## src/rtl/bbc_pkg.sv

```systemverilog
`timescale 1ns / 1ps
// ----------------------------------------------------------------------------
// bbc_pkg: shared types and constants of the 3x3 box blur
// widths of the stream words, lane control word and divisor codes
// ----------------------------------------------------------------------------
package bbc_pkg;

    // fixed widths of the stream fields
    localparam int PIX_BITS  = 16;
    localparam int NUM_LANES = 3;
    localparam int CFG_BITS  = 11;

    // defaults of the top level parameters
    localparam int MAX_DIM_DEF      = 1024;
    localparam int CHANNEL_BITS_DEF = 16;

    // image size after reset
    localparam int DIM_RESET = 1024;

    // number of window cells that lie inside the image
    typedef enum logic [1:0] {
        DIV1 = 2'd0,
        DIV4 = 2'd1,
        DIV6 = 2'd2,
        DIV9 = 2'd3
    } div_t;

    // control word broadcast to every channel lane
    typedef struct packed {
        logic       shift;   // shift window left, load new right column
        logic       sum_en;  // register the clipped window sum
        logic [2:0] row_ok;  // window row inside the image, bit 0 = oldest
        logic [2:0] col_ok;  // window column inside the image, bit 0 = left
        div_t       div;     // divisor of the registered sum
    } lane_ctrl_t;

endpackage

```

## src/rtl/bbc_merge.sv

```systemverilog
`timescale 1ns / 1ps
// ----------------------------------------------------------------------------
// bbc_merge: output stage of the box blur
// gathers the lane quotients into one output word and holds it for the sink
// ----------------------------------------------------------------------------
module bbc_merge #(
    parameter int CHANNEL_BITS = bbc_pkg::CHANNEL_BITS_DEF
) (
    input  logic                                        clk,
    input  logic                                        rst_n,
    input  logic                                        load,
    input  logic [bbc_pkg::NUM_LANES*CHANNEL_BITS-1:0]  quot_all,
    input  logic                                        last,
    output logic                                        free,
    output logic                                        m_axis_tvalid,
    input  logic                                        m_axis_tready,
    output logic [bbc_pkg::NUM_LANES*bbc_pkg::PIX_BITS-1:0] m_axis_tdata,
    output logic                                        m_axis_tlast
);

    localparam int PB = bbc_pkg::PIX_BITS;

    logic                                  valid_reg;
    logic [bbc_pkg::NUM_LANES*PB-1:0]      data_reg;
    logic [bbc_pkg::NUM_LANES*PB-1:0]      data_next;
    logic                                  last_reg;

    assign free = !valid_reg || m_axis_tready;

    always_comb
    begin
        for (int l = 0; l < bbc_pkg::NUM_LANES; l++)
        begin
            data_next[l*PB +: PB] = PB'(quot_all[l*CHANNEL_BITS +: CHANNEL_BITS]);
        end
    end

    always_ff @(posedge clk or negedge rst_n)
    begin
        if (!rst_n)
        begin
            valid_reg <= 1'b0;
        end
        else if (load)
        begin
            valid_reg <= 1'b1;
        end
        else if (m_axis_tready)
        begin
            valid_reg <= 1'b0;
        end
    end

    always_ff @(posedge clk)
    begin
        if (load)
        begin
            data_reg <= data_next;
            last_reg <= last;
        end
    end

    assign m_axis_tvalid = valid_reg;
    assign m_axis_tdata  = data_reg;
    assign m_axis_tlast  = last_reg;

endmodule

```

## config.mk

```make
export PLATFORM = sky130hd
export DESIGN_NAME = bbc_merge
export DESIGN_NICKNAME = d
export VERILOG_FILES = /design/src/rtl/bbc_pkg.sv /design/src/rtl/bbc_merge.sv
export SDC_FILE = /design/constraint.sdc
export NUM_CORES = 1
export LEC_CHECK = 0
export BUFFER_PORTS_ARGS = -buffer_cell sky130_fd_sc_hd__clkbuf_2
export CAP_MARGIN = 20
export CELL_PAD_IN_SITES_DETAIL_PLACEMENT = 0
export CELL_PAD_IN_SITES_GLOBAL_PLACEMENT = 1
export CORE_AREA = 3 3 73 75
export CTS_CLUSTER_DIAMETER = 120
export DETAILED_ROUTE_END_ITERATION = 10
export DIE_AREA = 0 0 76 78
export HOLD_SLACK_MARGIN = 0.1
export PLACE_DENSITY = 0.84
export SLEW_MARGIN = 20
export SYNTH_ARGS = -nofsm -noshare
export SYNTH_HDL_FRONTEND = slang
export SYNTH_SLANG_ARGS = --single-unit
```

## constraint.sdc

```tcl
create_clock -name clk -period 0.8 [get_ports clk]
set_input_delay 0.04 -clock clk [delete_from_list [all_inputs] [get_ports clk]]
set_output_delay 0.04 -clock clk [all_outputs]
set_load 0.02 [all_outputs]
```

==> summary.txt <==
Critical path
  – Data required time at the worst endpoint: 0.76 ns
  – Worst r2r src: m_axis_tvalid$_DFFE_PN0P_
  – Worst Path Max Fanout: 2
  – Terminus of the critical flop-to-flop path: m_axis_tvalid$_DFFE_PN0P_
  – CP Launch Type: flip-flop
  – Crit path DAT: 0.91 ns
  – R2R cell count: 3
  – Delay-heaviest family, CP: flip-flops
  – Crit. path cell count: 2
  – Worst R2R Setup Slack: 0.02 ns
  – Max incr delay on CP: 0.42 ns
  – Critical path destination: free
  – Crit path from: m_axis_tvalid$_DFFE_PN0P_
  – Crit path buffers/inverters: 1
  – Worst Setup End Kind: primary output
  – Critical setup path kind: reg -> out
  – Worst path cell trace: nand2b_4 -> buf_8
  – Critical Path Slowest Stage Cell: dfrtp_1

Routing
  – Vias per inst: 3.94
  – WL final: 3.81 mm
  – DR vias: 1118
  – Detailed Route Iter0 Violations: 58
  – Met2 wire len: 2.16 mm
  – Drt wl/cell: 13.4 um
  – Top Metal Used: met4
  – # DRC: 0
  – M1 WL: 1.30 mm
  – First drt pass iteration count: 4
  – Met3 wire length: 308 um
  – Routed Antenna Nets: 0

STA
  – Post-route minimum period: ~0.95 ns
  – Final hold viol count: 0
  – Fin Hold WS: 0.155 ns
  – Setup violations, final: 51
  – Worst-Margin Slew: 0.146 ns
  – Worst setup margin: -0.152 ns
  – Max Slew Vio Count: 0
  – Slew HR: 0.903
  – Final Cycle Share: 1.19
  – RSZ-0062 raised after global routing: yes
  – Clk_skew: 0 ns
  – Fmax: 1050 MHz

Clocking
  – CTS buffer count: 5
  – Clock Sinks: 50
  – Register clock-pin slew on the reported worst setup and hold paths: around 0.08 ns
  – Buffer depth of the longest clock path: 2
  – CTS H-tree lvls: 2
  – Worst-Skew Late Latency: 0.29 ns
  – Root Buffer: clkbuf_8
  – CTS tree: done

Floorplan
  – Io pins: approximately 100
  – Initial core utilization: 0.322
  – Die Wd: 76 um
  – Core ar.: 0.00472 mm2
  – Die area: 0.00593 mm2
  – Num rows: 25
  – Die Span Y: 78 um

Synthesis
  – Post-synth EDFFs: 49
  – Syn_nets: between 100 and 150
  – Commonest cells post-synth: edfxtp_1 (49), dfrtp_1 (1), nand2b_2 (1), nand2b_4 (1)
  – Yosys top cell by area: edfxtp_1
  – Post-synth top flop: edfxtp_1
  – Yosys cell types: 4
  – Top cell type's share of synthesized area: 0.969
  – Synth Warn #: 0
  – Sequential fraction of the synthesis area: 0.985
  – Syn Area/Cell: 29.2 um2
  – Post-synthesis cell area: 0.00152 mm2
  – Number of synthesized register bits: 50
  – Async S/R FF share, synth: 0.0200
  – Syn Inst Count: 52
  – Dominant cells by area after synthesis: edfxtp_1 (97%), dfrtp_1 (1.6%), nand2b_4 (0.91%)
  – Most frequent cell after synthesis: edfxtp_1

Global route
  – Grt ovf: 0
  – Global-route wire length before repair: 6.07 mm
  – Largest net degree at the start of global routing: 28
  – GRT Util Overall: 0.133
  – Initial antenna violation count: 0
  – Vias in the first global route: 1259

Place
  – Port bufs: 103
  – GP Congestion: 0.595
  – Place WS: 0.101 ns
  – Placement Cell Area: approximately 0.0022 mm2

Power and ir drop
  – P_leak: between 0.001 and 0.0015 uW
  – Worst vdd ir: 987 uV
  – Total Power: roughly 5500 uW
  – PD cells: between 1500 and 2000 mW/mm2

Outcome
  – Failing checks: negative setup slack
  – Outcome: finished, violations left

Cells and area
  – Layout cells sized above 1: 0.530
  – Final core area utilization: 0.625
  – Design area: ~0.0030 mm2
  – Area grow syn2layout: 94.4%
  – Nets: about 270
  – Antenna Cells: 0

Min path
  – Hold crit path type: in -> reg

Flow run
  – Max Cap Viol: 0
-- area by class of cell --
class	count	area (um2)
clock buffer	6	72.6
clock inverter	2	10.0
fill	355	1770
multi-input combinational	2	22.5
sequential	50	1500
tap	67	83.8
timing repair buffer	157	1270
-- layer usage --
layer  global-route usage  up-vias
li1                     -      534
met3               0.0534        6
met5                    0        -
met1                0.138      518
met4               0.0380        0
met2                0.249       60
-- kinds of logic (layout without fill, tap and decap cells) --
family | count (synthesis) | after routing | share of synthesized area
DFF | 50 | 50 | 0.985
and+or+nand+nor | 2 | 2 | 0.0148
buffers and inverters | 0 | 165 | 0
-- cell usage in the layout, fill, tap and decap left out --
cell | Yosys | final
clkbuf_2 | 0 | 54
dlygate4sd3_1 | 0 | 51
edfxtp_1 | 49 | 49
buf_6 | 0 | 29
buf_2 | 0 | 18
clkbuf_8 | 0 | 5
clkinv_2 | 0 | 2
buf_12 | 0 | 2
nand2b_4 | 1 | 1
nand2b_2 | 1 | 1
clkbuf_1 | 0 | 1
dfrtp_1 | 1 | 1
clkbuf_4 | 0 | 1
buf_8 | 0 | 1
buf_4 | 0 | 1
-- worst reg2reg max path, delay by kind of cell (launching register included) --
kind / cells / cell delay [ns]
DFF: 1 / 0.42
and+or+nand+nor: 2 / 0.14
buffers and inverters: 1 / 0.11
-- power breakdown --
group	internal, uW	switching, uW	leakage (uW)
clock network	606	742	0.0000450
logic	552	467	0.000730
registers	3100	78.0	0.000490
-- state kept, by name, indices dropped and copies added (netlist names) --
name           count
m_axis_tlast       1
m_axis_tvalid      1
m_axis_tdata      48
-- how the worst min path moves through the flow --
stage,from,end,cells past startpoint
6_report,m_axis_tready,m_axis_tvalid$_DFFE_PN0P_,4
5_1_grt,m_axis_tready,m_axis_tvalid$_DFFE_PN0P_,4
4_1_cts,m_axis_tready,m_axis_tvalid$_DFFE_PN0P_,4
3_5_place_dp,rst_n,m_axis_tvalid$_DFFE_PN0P_,1
3_3_place_gp,rst_n,m_axis_tvalid$_DFFE_PN0P_,1
2_1_floorplan,rst_n,m_axis_tvalid$_DFFE_PN0P_,0
-- metrics by stage --
| stage | setup TNS, ns | cells |
|---|---|---|
| final | -3.33 | 284 |
| after global routing | -5.67 | 284 |
| after CTS | -4.52 | 284 |
| after detailed placement | 0 | 224 |
| after global placement | 0 | 224 |
| after floorplan | 0 | 52 |
-- repair_timing --
item,in CTS,in global routing
endpoints found under the setup margin,51,51
gates resized for setup,3,107
buffers inserted,1,0
hold buffers,51,0
hold endpoints to repair,50,0
No activity file was read; power rests on OpenSTA's default activity.
