[src/rtl/bbc_pkg.sv]
`timescale 1ns / 1ps
// ----------------------------------------------------------------------------
// bbc_pkg: shared types and constants of the 3x3 box blur
// widths of the stream words, lane control word and divisor codes
// ----------------------------------------------------------------------------
package bbc_pkg;

    // fixed widths of the stream fields
    localparam int PIX_BITS  = 16;
    localparam int NUM_LANES = 3;
    localparam int CFG_BITS  = 11;

    // defaults of the top level parameters
    localparam int MAX_DIM_DEF      = 1024;
    localparam int CHANNEL_BITS_DEF = 16;

    // image size after reset
    localparam int DIM_RESET = 1024;

    // number of window cells that lie inside the image
    typedef enum logic [1:0] {
        DIV1 = 2'd0,
        DIV4 = 2'd1,
        DIV6 = 2'd2,
        DIV9 = 2'd3
    } div_t;

    // control word broadcast to every channel lane
    typedef struct packed {
        logic       shift;   // shift window left, load new right column
        logic       sum_en;  // register the clipped window sum
        logic [2:0] row_ok;  // window row inside the image, bit 0 = oldest
        logic [2:0] col_ok;  // window column inside the image, bit 0 = left
        div_t       div;     // divisor of the registered sum
    } lane_ctrl_t;

endpackage

[src/rtl/bbc_lane.sv]
`timescale 1ns / 1ps
// ----------------------------------------------------------------------------
// bbc_lane: one color channel of the box blur
// 3x3 window, clipped sum and division by reciprocal multiply
// ----------------------------------------------------------------------------
module bbc_lane #(
    parameter int CHANNEL_BITS = bbc_pkg::CHANNEL_BITS_DEF
) (
    input  logic                    clk,
    input  bbc_pkg::lane_ctrl_t     ctrl,
    input  logic [CHANNEL_BITS-1:0] older,
    input  logic [CHANNEL_BITS-1:0] newer,
    input  logic [CHANNEL_BITS-1:0] pix,
    output logic [CHANNEL_BITS-1:0] quot
);

    localparam int SUM_W = CHANNEL_BITS + 4;
    localparam int SH    = SUM_W + 4;
    localparam int MW    = SH - 2;
    localparam int PW    = SUM_W + MW;
    localparam longint unsigned M6_L = ((64'd1 << SH) + 64'd5) / 64'd6;
    localparam longint unsigned M9_L = ((64'd1 << SH) + 64'd8) / 64'd9;
    localparam logic [MW-1:0] M6 = MW'(M6_L);
    localparam logic [MW-1:0] M9 = MW'(M9_L);

    // win_reg[row][col], row 0 oldest, col 0 left
    logic [CHANNEL_BITS-1:0] win_reg [3][3];
    logic [SUM_W-1:0]        sum_reg;
    logic [SUM_W-1:0]        sum_next;
    bbc_pkg::div_t           div_reg;
    logic [MW-1:0]           recip;
    logic [PW-1:0]           prod;

    always_ff @(posedge clk)
    begin
        if (ctrl.shift)
        begin
            for (int r = 0; r < 3; r++)
            begin
                win_reg[r][0] <= win_reg[r][1];
                win_reg[r][1] <= win_reg[r][2];
            end
            win_reg[0][2] <= older;
            win_reg[1][2] <= newer;
            win_reg[2][2] <= pix;
        end
    end

    // masked sum of the cells inside the image
    always_comb
    begin
        sum_next = '0;
        for (int r = 0; r < 3; r++)
        begin
            for (int c = 0; c < 3; c++)
            begin
                if (ctrl.row_ok[r] && ctrl.col_ok[c])
                begin
                    sum_next = sum_next + SUM_W'(win_reg[r][c]);
                end
            end
        end
    end

    always_ff @(posedge clk)
    begin
        if (ctrl.sum_en)
        begin
            sum_reg <= sum_next;
            div_reg <= ctrl.div;
        end
    end

    // exact for every sum below 2**SUM_W
    assign recip = (div_reg == bbc_pkg::DIV9) ? M9 : M6;
    assign prod  = {{MW{1'b0}}, sum_reg} * {{SUM_W{1'b0}}, recip};

    always_comb
    begin
        unique case (div_reg)
            bbc_pkg::DIV1: quot = sum_reg[CHANNEL_BITS-1:0];
            bbc_pkg::DIV4: quot = sum_reg[2 +: CHANNEL_BITS];
            bbc_pkg::DIV6: quot = prod[SH +: CHANNEL_BITS];
            bbc_pkg::DIV9: quot = prod[SH +: CHANNEL_BITS];
            default:       quot = sum_reg[CHANNEL_BITS-1:0];
        endcase
    end

endmodule

[config.mk]
export PLATFORM = sky130hd
export DESIGN_NAME = bbc_lane
export DESIGN_NICKNAME = d
export VERILOG_FILES = /design/src/rtl/bbc_pkg.sv /design/src/rtl/bbc_lane.sv
export SDC_FILE = /design/constraint.sdc
export NUM_CORES = 1
export LEC_CHECK = 0
export BUFFER_PORTS_ARGS = -buffer_cell sky130_fd_sc_hd__buf_2
export CAP_MARGIN = 25
export CELL_PAD_IN_SITES_DETAIL_PLACEMENT = 0
export CELL_PAD_IN_SITES_GLOBAL_PLACEMENT = 2
export CORE_ASPECT_RATIO = 0.5
export CORE_MARGIN = 2
export CORE_UTILIZATION = 38
export DETAILED_ROUTE_END_ITERATION = 10
export PLACE_DENSITY_LB_ADDON = 0.1
export SYNTH_ARGS = -nofsm -noshare
export SYNTH_HDL_FRONTEND = slang
export SYNTH_SLANG_ARGS = --single-unit
[constraint.sdc]
create_clock -name clk -period 11.1 [get_ports clk]
set_input_delay 1.11 -clock clk [delete_from_list [all_inputs] [get_ports clk]]
set_output_delay 1.11 -clock clk [all_outputs]
set_load 0.01 [all_outputs]
==> metrics.md, run 1 <==
| Metric | Value |
|---|---|
| Status | completed |
| Max Slew Vio Count | 0 |
| Fin util | 48.4% |
| Post-synth top area share | 23.1% |
| Post-synth EDFFs | between 150 and 200 |
| Wire per inst | 17.1 um |
| Max FFs per register | 144 |
| Cell count after synthesis | 2220 |
| DRT iter0 DRCs | ~600 |
| Drt total wl | between 50 and 60 mm |
| Hold path depth | 0 |
| DRC Markers | 0 |
| Syn_area_per_cell | 9.73 um^2 |
| Cell total after placement | 3320 |
| FMAX | about 94 MHz |
| Most frequent CP cell | ha_4 |
| Final net count | approximately 3200 |
| Slew margin rel. | 36.1% |
| FP Rows | 61 |
| Post-Syn Area | roughly 22000 um^2 |
| Initial Util | 38.7% |
| Area added between synthesis and finish | 25.1% |
| I/O pin count | 75 |
| Initial antenna violation count | 0 |
| Maximum capacitance violations | 0 |
| Synth unique cells | 76 |
| DR vias | between 15000 and 20000 |
| Detail Route Antenna Nets | 0 |
| Most common cell after layout, fill and taps aside | inv_1 |
| Clock tree buffer depth | 2 |
| Final Setup Violations | 0 |
| Port Buffers | 74 |
| Required time worst endpoint | 11.33 ns |
| Hold_ws | 0.462 ns |
| Largest net degree at the start of global routing | 75 |
| Largest area contributor in the netlist | edfxtp_1 |
| Fill cell count | 5344 |
| Htree depth | 4 |
| Hold Path Class | reg2reg |
| Final Cycle Share | 95.9% |
| Final HPWL DP | 47.3 mm |
| Crit start category | input port |
| Clk sink count | 166 |
| Clk slew on worst S/H paths | 0.07 ns |
| Number of global-route vias before repair | approximately 17000 |
| Worst path max stage delay | a little over 0.4 ns |
| Final worst slack | 0.453 ns |
| Tightest Pin Transition | between 0.9 and 1 ns |
| Clk_lat worst skew | 0.47 ns |
| Cell Count, Final, Fillers Out | ~3400 |
| Place WS | -0.654 ns |
| Top cells by area, synth | edfxtp_1, fa_1, ha_1 |
| Hold Fails Final Rpt | 0 |
| First-pass GRT wire length | 91.1 mm |
| Most used DFF post-synth | edfxtp_1 |
| Die height | about 170 um |
| Critical path endpoint category | register |
| Chip width | between 300 and 400 um |
| CTS tree | done |
| Total die area | roughly 59000 um^2 |
| Root buffer cell | clkbuf_16 |
| Post-synthesis register bit count | 166 |
| Critical path class | in2reg |
| Final min period | 10.65 ns |
| Worst R2R Path Depth | 56 |
| Async S/R FF share, synth | 0% |
| Layout cells sized above 1 | roughly 26% |
| Cell at the slowest stage of the critical path | ha_2 |
| Final GP Congestion | 0.900 |
| Seq/Total Area, Yosys | 23.1% |
| CP arrival | between 10 and 15 ns |
| Most frequent cells in the layout | inv_1, buf_4, ha_1, fa_1, edfxtp_1 |
| DR vias/cell | 4.88 |
| CP max FO | 4 |
| Yosys Warn Count | 0 |
| Clock skew | 0.00824 ns |
| Gr usage total | just under 20% |
| CTS buffer count | 17 |
| Core ar. | 55900 um^2 |
| DR pass1 iterations | 4 |
| GR Overflow Total | 0 |
==> stage by stage <==
stage	cell area (um^2)	TNS (ns)
2_1_floorplan	21800	0
3_3_place_gp	25200	-2.37
3_5_place_dp	25200	-2.53
4_1_cts	25800	0
5_1_grt	27000	-0.359
6_report	27000	0
==> per-layer routing <==
metal	vias to the layer above	part of all wire [%]	routed length [um]	global-route usage (%)
met5	-	0	0	0
met1	7947	48	27600	26.8
met4	0	1.3	771	4.22
met2	150	48	28000	33.9
li1	8399	-	-	-
met3	27	2.5	1470	2.81
==> logic make-up after synthesis <==
family          synth area share [%]
compound gates                  14.0
xor+xnor                        5.31
fa+ha+maj                       36.7
buf+inv                         7.00
flops                           23.1
mux                             3.03
other cells                   0.0348
simple gates                    10.9
==> Yosys cell counts (15+ instances only) <==
library cell,instances
inv_1,352
ha_1,301
fa_1,207
edfxtp_1,166
nand2_1,141
o21ai_0,121
nor2_1,115
a21oi_1,114
xnor2_1,89
clkbuf_1,45
a21o_1,41
xor2_1,40
and3_1,35
mux2_2,33
and2_1,32
o21a_1,32
nor3_1,30
nand3_1,29
mux2i_1,26
a31oi_1,25
a211oi_1,22
or2_2,22
nand2b_1,19
nor2b_1,17
o21bai_1,15
==> cell type report <==
type                            instances  area, um^2  share of cell area (%)
Multi-Input combinational cell       1670       16300                    60.3
Sequential cell                       166        4980                    18.4
Timing Repair Buffer                  407        2900                    10.7
Inverter                              352        1320                    4.90
Tap cell                              756         946                    3.50
Clock buffer                           17         425                    1.57
Clock inverter                         15         155                   0.574
Antenna cell                            1        2.50                 0.00926
==> critical path: cells and delay by family <==
kind            cells  cell delay [ns]
compound gates     19             3.73
xor+xnor            7             0.85
fa+ha+maj           9             2.53
buf+inv             6             0.64
mux                 1             0.11
simple gates       15             1.91
==> repair_timing <==
item	in CTS	in global routing
setup endpoints to repair	3	9
hold buffers	0	0
buffers inserted	1	30
pin swaps	1	104
gates resized for setup	12	191
==> path summary, 6_finish.rpt <==
path,start,to,slack [ns]
max reg2reg,win_reg[0][33],sum_reg[18],0.77
min reg2reg,win_reg[0][24],win_reg[0][40],0.46
min,win_reg[0][24],win_reg[0][40],0.46
max,ctrl[2],sum_reg[18],0.45
Power of run 1 is not shown: default switching activity piles up to over one toggle a cycle in this logic, so the estimate is an artifact.
==> inputs of run 2 (changes only) <==
--- a/config.mk
+++ b/config.mk
@@ -5,6 +5,7 @@
 export SDC_FILE = /design/constraint.sdc
 export NUM_CORES = 1
 export LEC_CHECK = 0
+export ABC_CLOCK_PERIOD_IN_PS = 11100
 export BUFFER_PORTS_ARGS = -buffer_cell sky130_fd_sc_hd__buf_2
 export CAP_MARGIN = 25
 export CELL_PAD_IN_SITES_DETAIL_PLACEMENT = 0
==> constraint.sdc (replaced) <==
create_clock -name clk -period 11.1 [get_ports clk]
set_input_delay 2.22 -clock clk [delete_from_list [all_inputs] [get_ports clk]]
set_output_delay 2.22 -clock clk [all_outputs]
set_load 0.01 [all_outputs]
==> run 2 against run 1 <==
Net effect: the run now ends with setup timing left; global-route usage up 0.48 points; final cell count up 3.4%; critical path depth down 1; largest cell class unchanged.
==> metrics.md, run 2 (synthesis results as in run 1) <==
| Metric | Value |
|---|---|
| Status | finished with violations (was completed) |
| Failing checks | setup timing |
| Clk_lat worst skew | 0.46 ns (was 0.47 ns) |
| Cell at the slowest stage of the critical path | or3_4 (was ha_2) |
| # diodes | 0 (was 1) |
| CTS tree | done (unchanged) |
| Max FFs per register | 144 (unchanged) |
| Critical path endpoint category | register (unchanged) |
| Worst R2R Path Depth | 55 (was 56) |
| DRT iter0 DRCs | 678 (was 614) |
| Wire per inst | 17.1 um (about the same) |
| Min-delay src | win_reg[0][119] (was win_reg[0][24]) |
| Hold Fails Final Rpt | 0 (unchanged) |
| Maximum capacitance violations | 0 (unchanged) |
| Critical path class | in2reg (unchanged) |
| FP Rows | 61 (unchanged) |
| Crit start category | input port (unchanged) |
| First-pass GRT wire length | 93.7 mm (was 91.1 mm) |
| Final net count | 3298 (was 3181) |
| CP max FO | 5 (was 4) |
| Final worst slack | -0.524 ns (was 0.453 ns) |
| Chip width | 341 um (unchanged) |
| DR vias | 17100 (was 16500) |
| Largest net degree at the start of global routing | 91 (was 75) |
| CP arrival | 11.83 ns (was 10.88 ns) |
| Final GP Congestion | 0.885 (was 0.900) |
| Worst Hold Path EP | win_reg[0][135] (was win_reg[0][40]) |
| Area added between synthesis and finish | 31.0% (was 25.1%) |
| Required time worst endpoint | 11.31 ns (was 11.33 ns) |
| RR Startpoint | win_reg[0][32] (was win_reg[0][33]) |
| Clk sink count | 166 (unchanged) |
| Hold Path Class | reg2reg (unchanged) |
| DR pass1 iterations | 5 (was 4) |
| DRC Markers | 0 (unchanged) |
| Reg2reg setup slack | 0.92 ns (was 0.77 ns) |
| Slew margin rel. | 41.1% (was 36.1%) |
| Htree depth | 4 (unchanged) |
| Most common cell after layout, fill and taps aside | buf_4 (was inv_1) |
| Layout cells sized above 1 | 30.4% (was 25.6%) |
| Die height | 173 um (unchanged) |
| Total die area | 58900 um^2 (unchanged) |
| RR Endpoint | sum_reg[17] (was sum_reg[18]) |
| Port Buffers | 74 (unchanged) |
| I/O pin count | 75 (unchanged) |
| Root buffer cell | clkbuf_16 (unchanged) |
| Gr usage total | 20.3% (was 19.9%) |
| FMAX | 86.0 MHz (was 93.9 MHz) |
| Number of global-route vias before repair | 17400 (was 16800) |
| RSZ-0062 raised after global routing | yes |
| Detail Route Antenna Nets | 0 (unchanged) |
| Max Slew Vio Count | 0 (unchanged) |
| Most frequent CP cell | ha_4 (unchanged) |
| CTS Hold Bufs | 0 (unchanged) |
| CTS buffer count | 17 (unchanged) |
| GR Overflow Total | 0 (unchanged) |
| Final HPWL DP | 48.1 mm (was 47.3 mm) |
| Clock skew | 0.0144 ns (was 0.00824 ns) |
| Final min period | 11.62 ns (was 10.65 ns) |
| Most frequent cells in the layout | buf_4, inv_1, ha_1, fa_1, edfxtp_1 (was inv_1, buf_4, ha_1, fa_1, edfxtp_1) |
| DR vias/cell | 4.88 (about the same) |
| Drt total wl | 59.7 mm (was 57.9 mm) |
| Clock tree buffer depth | 2 (unchanged) |
| Tightest Pin Transition | 0.884 ns (was 0.958 ns) |
| Worst path max stage delay | 0.41 ns (about the same) |
| Final Cycle Share | 105% (was 95.9%) |
| Clk slew on worst S/H paths | 0.08 ns (was 0.07 ns) |
| Core ar. | 55900 um^2 (unchanged) |
| Final Setup Violations | 8 (was 0) |
| Initial antenna violation count | 0 (unchanged) |
| Hold path depth | 0 (unchanged) |
| Fin util | 50.7% (was 48.4%) |
| Initial Util | 38.7% (unchanged) |
==> run 2: cell count changes in the layout (fill, tap and decap cells not counted), sizes merged <==
| cell | before | now |
|---|---|---|
| bufinv | 2 | 3 |
| inv | 355 | 358 |
| clkinvlp | 3 | 1 |
| diode | 1 | 0 |
| buf | 407 | 524 |
| clkinv | 7 | 5 |
==> run 2: worst max-delay path by stage <==
stage,start,slack (ns),cells past startpoint,end
after floorplan,ctrl[2],-0.86,61,sum_reg[19]
after global placement,ctrl[5],-1.28,59,sum_reg[17]
after detailed placement,ctrl[5],-1.45,58,sum_reg[17]
after CTS,ctrl[2],-0.48,58,sum_reg[17]
after global routing,ctrl[5],-1.14,63,sum_reg[19]
final,ctrl[5],-0.52,56,sum_reg[17]
==> run 2: through the flow <==
stage	cells	cell area [um^2]	hold slack (ns)	worst slack [ns]	TNS, ns
after floorplan	2237	22100	0.431	-0.856	-3.30
after detailed placement	3408	26100	0.443	-1.45	-10.54
final	3500	28300	0.459	-0.524	-2.41
after global placement	3408	26100	0.449	-1.28	-9.96
after global routing	3500	28300	0.477	-1.14	-7.31
after CTS	3473	27400	0.465	-0.482	-2.52
==> run 2: cell type report <==
| type | instances | area, um^2 |
|---|---|---|
| timing repair buffer | 524 | 3790 |
| multi-input combinational | 1670 | 16600 |
| inverter | 352 | 1320 |
| sequential | 166 | 4980 |
| clock buffer | 17 | 425 |
| tap | 756 | 946 |
| clock inverter | 15 | 193 |
| fill | 5231 | 27600 |
==> run 2: routing by layer <==
layer	track usage, %	vias up	share of wire, %
li1	-	8648	-
met1	27.7	8208	48
met2	35.4	181	49
met3	2.17	29	2.4
met4	3.41	0	1.1
met5	0	-	0
==> run 2: critical path: cells and delay by family <==
family | cells | cell delay [ns]
AOI/OAI and AO/OA | 22 | 3.55
xor gates and xnor gates | 8 | 1.08
adders and majority gates | 9 | 2.42
and+or+nand+nor | 9 | 1.21
buffers and inverters | 5 | 0.55
muxes | 3 | 0.78
==> run 2: timing repair <==
action,CTS,global route
pin swaps,83,109
endpoints found under the setup margin,10,15
endpoints found under the hold margin,0,0
resized for setup,93,136
setup buffers,33,27
Power of run 2 is left out for the same reason.
==> inputs of run 3 (changes only) <==
--- a/config.mk
+++ b/config.mk
@@ -5,16 +5,17 @@
 export SDC_FILE = /design/constraint.sdc
 export NUM_CORES = 1
 export LEC_CHECK = 0
-export ABC_CLOCK_PERIOD_IN_PS = 11100
+export ABC_CLOCK_PERIOD_IN_PS = 11500
 export BUFFER_PORTS_ARGS = -buffer_cell sky130_fd_sc_hd__buf_2
 export CAP_MARGIN = 25
 export CELL_PAD_IN_SITES_DETAIL_PLACEMENT = 0
 export CELL_PAD_IN_SITES_GLOBAL_PLACEMENT = 2
 export CORE_ASPECT_RATIO = 0.5
 export CORE_MARGIN = 2
-export CORE_UTILIZATION = 38
+export CORE_UTILIZATION = 42
 export DETAILED_ROUTE_END_ITERATION = 10
 export PLACE_DENSITY_LB_ADDON = 0.1
+export REMOVE_ABC_BUFFERS = 1
 export SYNTH_ARGS = -nofsm -noshare
 export SYNTH_HDL_FRONTEND = slang
 export SYNTH_SLANG_ARGS = --single-unit
==> constraint.sdc (replaced) <==
create_clock -name clk -period 11.5 [get_ports clk]
set_input_delay 2.3 -clock clk [delete_from_list [all_inputs] [get_ports clk]]
set_output_delay 2.3 -clock clk [all_outputs]
set_load 0.01 [all_outputs]
==> run 3 against run 2 <==
Net effect: the run still ends with setup timing left; final cell count decreased by 1.5%; final area decreased by 1.6%; via count increased by 0.71%; global-route usage increased by 1.5 points; largest cell class unchanged.
==> metrics.md, run 3 (synthesis results as in run 1) <==
| Metric | Value |
|---|---|
| Status | finished with violations (unchanged) |
| CTS buffer count | 17 (unchanged) |
| Worst R2R Path Depth | 57 (was 55) |
| Most common cell after layout, fill and taps aside | buf_4 (unchanged) |
| Hold Path Class | reg2reg (unchanged) |
| Layout cells sized above 1 | 29.0% (was 30.4%) |
| Clk sink count | 166 (unchanged) |
| Chip width | 325 um (was 341 um) |
| Clock skew | 0.0126 ns (was 0.0144 ns) |
| CP max FO | 5 (unchanged) |
| Required time worst endpoint | 11.72 ns (was 11.31 ns) |
| Maximum capacitance violations | 0 (unchanged) |
| Htree depth | 4 (unchanged) |
| CP arrival | 12.14 ns (was 11.83 ns) |
| Clock tree buffer depth | 2 (unchanged) |
| Final Cycle Share | 104% |
| I/O pin count | 75 (unchanged) |
| Cell at the slowest stage of the critical path | fa_2 (was or3_4) |
| Critical path endpoint category | register (unchanged) |
| DR vias/cell | 4.98 (was 4.88) |
| First-pass GRT wire length | 91.1 mm (was 93.7 mm) |
| Root buffer cell | clkbuf_16 (unchanged) |
| FMAX | 83.9 MHz |
| Place WS | -1.63 ns (was -1.45 ns) |
| Final min period | 11.92 ns |
| Critical path class | in2reg (unchanged) |
| Final net count | 3313 (was 3298) |
| Hold Fails Final Rpt | 0 (unchanged) |
| Slew margin rel. | 40.7% (was 41.1%) |
| DRT iter0 DRCs | 750 (was 678) |
| Final worst slack | -0.418 ns (was -0.524 ns) |
| Core ar. | 50500 um^2 (was 55900 um^2) |
| GR Overflow Total | 0 (unchanged) |
| Hold_ws | 0.462 ns (was 0.459 ns) |
| Worst path max stage delay | 0.40 ns (was 0.41 ns) |
| CTS tree | done (unchanged) |
| # diodes | 0 (unchanged) |
| Initial antenna violation count | 1 (was 0) |
| Wire per inst | 16.7 um (was 17.1 um) |
| DR vias | 17200 (was 17100) |
| Max Slew Vio Count | 0 (unchanged) |
| DR pass1 iterations | 5 (unchanged) |
| Gr usage total | 21.9% (was 20.3%) |
| Die height | 164 um (was 173 um) |
| Clk slew on worst S/H paths | 0.07 ns (was 0.08 ns) |
| Detail Route Antenna Nets | 0 (unchanged) |
| Largest net degree at the start of global routing | 93 (was 91) |
| Total die area | 53400 um^2 (was 58900 um^2) |
| Area added between synthesis and finish | 28.9% (was 31.0%) |
| Final Setup Violations | 6 (was 8) |
| Final HPWL DP | 46.6 mm (was 48.1 mm) |
| RSZ-0062 raised after global routing | yes (unchanged) |
| Fin util | 55.1% (was 50.7%) |
| Initial Util | 42.8% (was 38.7%) |
| Max FFs per register | 144 (unchanged) |
| Most frequent cells in the layout | buf_4, inv_1, ha_1, fa_1, edfxtp_1 (unchanged) |
| Drt total wl | 57.6 mm (was 59.7 mm) |
| Failing checks | setup timing (unchanged) |
| Final GP Congestion | 0.912 (was 0.885) |
| Tightest Pin Transition | 0.889 ns (was 0.884 ns) |
| Fill cell count | 4597 (was 5231) |
| Number of global-route vias before repair | 17500 (was 17400) |
| FP Rows | 58 (was 61) |
| Crit start category | input port (unchanged) |
| Port Buffers | 74 (unchanged) |
| Hold path depth | 0 (unchanged) |
| DRC Markers | 0 (unchanged) |
| Clk_lat worst skew | 0.46 ns (about the same) |
| Setup Total Neg Slack | -1.59 ns (was -2.41 ns) |
==> run 3: cell count changes in the layout (fill, tap and decap cells not counted), sizes merged <==
cell	previous run	this run
clkinvlp	1	4
clkinv	5	6
clkbuf	17	18
bufinv	3	0
inv	358	356
buf	524	539
==> run 3: final timing paths <==
| kind | slack, ns | startpoint | end |
|---|---|---|---|
| min reg2reg | 0.46 | win_reg[0][48] | win_reg[0][64] |
| max reg2reg | 1.08 | win_reg[0][32] | sum_reg[18] |
| min | 0.46 | win_reg[0][48] | win_reg[0][64] |
| max | -0.42 | ctrl[5] | sum_reg[18] |
==> run 3: cell type report <==
cell class	count	area [um^2]	area share, %
clock inverters	14	104	0.373
multi-input cells	1670	16200	58.3
inverters	352	1320	4.76
repair buffers	539	3900	14.0
flip-flops and latches	166	4980	17.9
clock buffers	18	429	1.54
well taps	690	863	3.10
==> run 3: metrics by stage <==
stage | cell area (um^2) | cells
floorplan | 21500 | 2188
global placement | 25800 | 3363
detailed placement | 25800 | 3363
CTS | 27100 | 3426
global route | 27800 | 3449
finish | 27800 | 3449
==> run 3: worst max-delay path, delay by kind of cell <==
family / cells / cell delay [ns]
fa+ha+maj: 9 / 2.42
mux: 1 / 0.10
buf+inv: 6 / 0.69
compound gates: 21 / 4.33
simple gates: 15 / 1.45
xor+xnor: 6 / 0.81
==> run 3: what timing repair did <==
item | 4_1_cts | 5_1_grt
hold endpoints to repair | 0 | 0
hold buffers | 0 | 0
pin swaps | 78 | 90
resized for setup | 105 | 111
buffers inserted | 31 | 23
endpoints found under the setup margin | 9 | 10
==> run 3: per-layer routing <==
layer  wire [um]  vias to the layer above  track usage [%]
li1            -                     8664                -
met2       28000                      199             39.1
met5           0                        -                0
met4         837                        0             4.34
met1       27200                     8281             28.7
met3        1550                       44             2.57
Power of run 3 is left out for the same reason.
